**src/sv/lgs_pkg.sv**
```systemverilog
package lgs_pkg;

    localparam int MAX_ROWS  = 64;
    localparam int MAX_COLS  = 64;
    localparam int ROW_W     = $clog2(MAX_ROWS);
    localparam int COL_W     = $clog2(MAX_COLS);
    localparam int DIM_W     = 7;
    localparam int ADDR_W    = ROW_W + COL_W;
    localparam int CELLS     = MAX_ROWS * MAX_COLS;
    localparam int CFG_IDX_W = 1;
    localparam int CNT_W     = 4;

    typedef enum logic [1:0] {
        CELL_BLANK = 2'd0,
        CELL_LIVE  = 2'd1,
        CELL_SAND  = 2'd2,
        CELL_SOLID = 2'd3
    } cell_t;

    typedef enum logic [1:0] {
        MODE_WRITE = 2'd0,
        MODE_READ  = 2'd1,
        MODE_CLEAR = 2'd2,
        MODE_GEN   = 2'd3
    } mode_t;

    typedef enum logic [CFG_IDX_W-1:0] {
        CFG_ROWS = 1'b0,
        CFG_COLS = 1'b1
    } cfg_idx_t;

    localparam logic [2:0] READ_NONE    = 3'd0;
    localparam logic [2:0] READ_INVALID = 3'd4;

    typedef struct packed {
        logic op_accept;
        logic clr_step;
        logic gen_start;
        logic gen_issue;
        logic gen_next_row;
        logic out_load;
    } cmd_t;

    typedef struct packed {
        logic clr_last;
        logic col_last;
        logic row_last;
    } sts_t;

endpackage

```
**src/sv/lgs_ctrl.sv**
```systemverilog
module lgs_ctrl
(
    input  logic            clk,
    input  logic            rst_n,
    input  logic            in_valid,
    input  lgs_pkg::mode_t  mode,
    input  logic            out_ready,
    input  lgs_pkg::sts_t   sts,
    output logic            in_ready,
    output logic            out_valid,
    output lgs_pkg::cmd_t   cmd
);

    typedef enum logic [5:0] {
        S_INIT      = 6'b000001,
        S_IDLE      = 6'b000010,
        S_CLEAR     = 6'b000100,
        S_GEN_ROW   = 6'b001000,
        S_GEN_DRAIN = 6'b010000,
        S_RESP      = 6'b100000
    } state_t;

    state_t state_reg;
    state_t state_next;
    logic   out_valid_reg;
    logic   out_valid_next;

    always_comb
    begin
        cmd        = '0;
        state_next = state_reg;
        unique case (state_reg)
            S_INIT:
            begin
                cmd.clr_step = 1'b1;
                if (sts.clr_last)
                begin
                    state_next = S_IDLE;
                end
            end
            S_IDLE:
            begin
                if (in_valid)
                begin
                    cmd.op_accept = 1'b1;
                    unique case (mode) inside
                        lgs_pkg::MODE_WRITE, lgs_pkg::MODE_READ:
                        begin
                            state_next = S_RESP;
                        end
                        lgs_pkg::MODE_CLEAR:
                        begin
                            state_next = S_CLEAR;
                        end
                        lgs_pkg::MODE_GEN:
                        begin
                            cmd.gen_start = 1'b1;
                            state_next    = S_GEN_ROW;
                        end
                        default:
                        begin
                            state_next = S_RESP;
                        end
                    endcase
                end
            end
            S_CLEAR:
            begin
                cmd.clr_step = 1'b1;
                if (sts.clr_last)
                begin
                    state_next = S_RESP;
                end
            end
            S_GEN_ROW:
            begin
                cmd.gen_issue = 1'b1;
                if (sts.col_last)
                begin
                    state_next = S_GEN_DRAIN;
                end
            end
            S_GEN_DRAIN:
            begin
                if (sts.row_last)
                begin
                    state_next = S_RESP;
                end
                else
                begin
                    cmd.gen_next_row = 1'b1;
                    state_next       = S_GEN_ROW;
                end
            end
            S_RESP:
            begin
                if (!out_valid_reg || out_ready)
                begin
                    cmd.out_load = 1'b1;
                    state_next   = S_IDLE;
                end
            end
            default:
            begin
                state_next = S_IDLE;
            end
        endcase
    end

    always_comb
    begin
        if (cmd.out_load)
        begin
            out_valid_next = 1'b1;
        end
        else if (out_ready)
        begin
            out_valid_next = 1'b0;
        end
        else
        begin
            out_valid_next = out_valid_reg;
        end
    end

    always_ff @(posedge clk or negedge rst_n)
    begin
        if (!rst_n)
        begin
            state_reg     <= S_INIT;
            out_valid_reg <= 1'b0;
        end
        else
        begin
            state_reg     <= state_next;
            out_valid_reg <= out_valid_next;
        end
    end

    assign in_ready  = state_reg == S_IDLE;
    assign out_valid = out_valid_reg;

`ifndef SYNTHESIS
    a_gen_enter: assert property (@(posedge clk) disable iff (!rst_n)
        (in_valid && in_ready && (mode == lgs_pkg::MODE_GEN)) |=> (state_reg == S_GEN_ROW))
        else $error("generation beat did not start a row sweep");

    a_drain_exit: assert property (@(posedge clk) disable iff (!rst_n)
        (state_reg == S_GEN_DRAIN) |=> ((state_reg == S_GEN_ROW) || (state_reg == S_RESP)))
        else $error("bad exit from row drain");
`endif

endmodule

```
**config.mk**
```make
export PLATFORM = sky130hd
export DESIGN_NAME = lgs_ctrl
export DESIGN_NICKNAME = d
export VERILOG_FILES = /design/src/sv/lgs_pkg.sv /design/src/sv/lgs_ctrl.sv
export SDC_FILE = /design/constraint.sdc
export NUM_CORES = 1
export LEC_CHECK = 0
export BUFFER_PORTS_ARGS = -buffer_cell sky130_fd_sc_hd__buf_2
export CELL_PAD_IN_SITES_DETAIL_PLACEMENT = 1
export CELL_PAD_IN_SITES_GLOBAL_PLACEMENT = 2
export CORE_UTILIZATION = 29
export DETAILED_ROUTE_END_ITERATION = 10
export HOLD_SLACK_MARGIN = 0.05
export PLACE_DENSITY = 0.85
export SLEW_MARGIN = 20
export SYNTH_ARGS = -nofsm -noshare
export SYNTH_HDL_FRONTEND = slang
export SYNTH_SLANG_ARGS = --single-unit
```
**constraint.sdc**
```tcl
create_clock -name clk -period 2.8 [get_ports clk]
set_input_delay 0.28 -clock clk [delete_from_list [all_inputs] [get_ports clk]]
set_output_delay 0.28 -clock clk [all_outputs]
set_load 0.005 [all_outputs]
```
==> summary.md <==
| Metric | Value |
|---|---|
| Die Outline Area | 1960 um^2 |
| Post-synthesis compound-gate area fraction | 0.152 |
| WL/cell | 13.5 um |
| Utilization after layout | 0.398 |
| Combinational family with the most area after synthesis | simple AND/OR/NAND/NOR gates |
| PwrDens | 785 nW/um^2 |
| Number of instances in the synthesized netlist | 56 |
| Pins over their slew limit | 0 |
| Area growth from synthesis to final layout | 22.2% |
| Critical Path RT | 2.52 ns |
| Avg Inst Size Synth | 9.27 um^2 |
| Post-synth EDFFs | 0 |
| Slowest cell on the critical path | dfrtp_1 |
| End of the worst register-to-register path | state_reg[1] |
| Max Clock Skew | 0.00319 ns |
| Post-Layout Inst Area | 634 um^2 |
| Remaining antenna violation count | 0 |
| Final-report hold violation count | 0 |
| Length of the first detailed-routing pass in iterations | 2 |
| First-pass GRT wire length | 2.08 mm |
| Largest fanout on the critical path | 9 |
| Maximum root-to-sink buffer count | 2 |
| Hold path startpoint | mode[0] |
| Vias/cell | 4.86 |
| Async set-or-reset flop fraction in the synthesized netlist | 1.00 |
| DRC Markers | 0 |
| Setup-violating endpoint count in the final report | 0 |
| Most frequent cells after synthesis | dfrtp_1, inv_1, nand2_1, nor2_1 |
| Class of the tightest hold or removal check | in2reg |
| Worst setup EP type | primary output |
| Startpoint class of the critical path | flip-flop |
| Post-synthesis xor/xnor area fraction | 0.0337 |
| Proportion of synthesized area in mux cells | 0 |
| Launch point of the worst reg-to-reg path | state_reg[2] |
| Share of synthesized cell area in and, or, nand and nor gates | 0.386 |
| Inserted Diodes | 0 |
| Initial antenna violation count | 0 |
| Placed cell count | 92 |
| Clock sinks | 7 |
| Result of the run | complete, no violations |
| Vert. Die Dim | 44.3 um |
| Clock-pin slew reported for the worst setup and hold paths after clock tree synthesis | 0.05 ns |
| Buffers added on ports | 16 |
| Top flip-flop cell by instance count after synthesis | dfrtp_1 |
| Leak pwr | 0.303 nW |
| Worst-margin pin slew | 0.367 ns |
| Power consumption | 0.498 mW |
| Number of H-tree branching levels | 1 |
| Signal arrival time at the worst endpoint | 1.67 ns |
| Post-synthesis cell area | 519 um^2 |
| Leading cell types by total area after synthesis | dfrtp_1, dfstp_2, nor4_4, and4b_1, nand2b_1 |
| Most instantiated library cell after synthesis | dfrtp_1 |
| Global route overflow | 0 |
| Proportion of layout cells with a drive suffix above 1 | 0.370 |
| Worst slew slack as a fraction of its limit | 0.755 |
| Half-perimeter wire length after placement | 1.06 mm |
| Cell Rows | 14 |
| Portion of synthesized cell area occupied by the leading cell type | 0.289 |
| Flop and latch count out of synthesis | 7 |
| Num CTS Buffers | 3 |
| Routability congestion estimate from global placement | 0.734 |
| Count of pins on the block boundary | 17 |
| GRT Overall Usage | 0.151 |
| Final worst path period share | 0.698 |
| Iteration-0 DRC Markers | 2 |
| Max FFs per register | 6 |
| Worst-case hold slack | 0.253 ns |
| Max Cap Violations | 0 |
| Final critical-path required period | 1.95 ns |
| Final Net Count | 83 |
| Post-placement worst setup slack | 1.11 ns |
| Fraction of the yosys area taken by sequential cells | 0.340 |
| Starting utilization of the core area | 0.326 |
| Clock root buffer master | clkbuf_4 |
| Count of fill cells added during filler insertion | 203 |
| Worst setup margin | 0.846 ns |
| Skew-Pair Late Insertion Delay | 0.25 ns |
| Depth of the worst hold-timing path | 2 |
| Worst reg2reg setup slack | 1.19 ns |
| Number of vias after detailed routing | 471 |
| Aggregate routed wire length | 1.31 mm |
| Standard cell core area | 1590 um^2 |
| Setup Total Neg Slack | 0 ns |
| Cell-by-cell listing of the critical path | nor2_2 -> and4b_1 -> nand2_1 -> nor2_1 -> buf_2 |
| Cell variety after synth | 33 |
| Worst path max stage delay | 0.50 ns |
| Worst Setup Path Type | reg2out |
| Mapped Nets | 65 |
| Vias in the first global route | 488 |
| Arithmetic-cell share of the synthesized area counting full adders, half adders and majority gates | 0 |
| Resize count post-CTS | 0 |
| Worst supply voltage drop on vdd | 324 uV |
| Hold Path End | state_reg[2] |
| Post-synth top area cell | dfrtp_1 |
| Die Wd | 44.3 um |
| Final instance count without filler cells | 97 |
| Unrepaired setup endpoints after global routing | false |
| Pin count of the biggest net entering global routing | 10 |
| Length in cells of the worst reg-to-reg path | 4 |
| Cell Area, Placed | 598 um^2 |
| TritonCTS clock tree | done |
| Number of synthesis warnings | 0 |
| Top achievable clock speed | 0.512 GHz |
-- cells in the final DEF, fill, tap and decap left out, drive strengths merged --
master,n
a211oi,1
a21oi,2
a31o,2
a31oi,1
and2,1
and4b,3
buf,16
clkbuf,4
dfrtp,6
dfstp,1
dlygate4sd3,1
inv,4
nand2,4
nand2b,3
nand3b,1
nand4,1
nand4b,1
nor2,5
nor2b,3
nor3,1
nor4,2
nor4b,1
o22ai,1
o31ai,2
o41ai,1
or2,1
or3,1
or4,1
xnor2,1
xor2,1
-- final cells by class --
type / instances / area (um^2) / share of cell area
clock buffers: 4 / 26.3 / 0.0414
repair buffers: 17 / 90.1 / 0.142
well taps: 24 / 30.0 / 0.0473
multi-input cells: 41 / 297 / 0.467
flip-flops and latches: 7 / 176 / 0.278
inverters: 4 / 15.0 / 0.0237
-- critical path: cells and delay by family, from the launching register on --
family | cells | cell delay [ns]
DFF | 1 | 0.50
and+or+nand+nor | 4 | 0.80
buffers and inverters | 1 | 0.12
-- worst max path at each step --
stage,startpoint,to,depth (start not counted)
CTS,state_reg[2],cmd[3],5
global placement,state_reg[1],cmd[1],3
detailed placement,state_reg[2],cmd[3],5
global route,state_reg[2],cmd[3],5
floorplan,state_reg[1],state_reg[3],4
finish,state_reg[2],cmd[3],5
-- metal layers --
layer / global-route usage / wire, um / vias to the layer above
met5: 0 / 0 / -
met4: 0.0727 / 0 / 0
met3: 0.0367 / 37 / 0
met2: 0.235 / 638 / 7
met1: 0.194 / 638 / 227
li1: - / - / 237
-- power breakdown --
group | total (mW) | switching (mW) | internal (mW)
registers | 0.175 | 0.0465 | 0.129
clock network | 0.0931 | 0.0386 | 0.0545
logic | 0.230 | 0.120 | 0.110
-- logic make-up (layout without fill, tap and decap cells) --
logic type	Yosys count	count (layout)
AOI/OAI and AO/OA	10	10
xor gates and xnor gates	2	2
buffers and inverters	8	25
DFF	7	7
and+or+nand+nor	29	29
-- what timing repair did --
action	in CTS	in global routing
buffers inserted	0	0
hold endpoints to repair	6	0
endpoints found under the setup margin	0	0
hold buffers	1	0
Note: power is estimated with default switching activity, not from simulation.
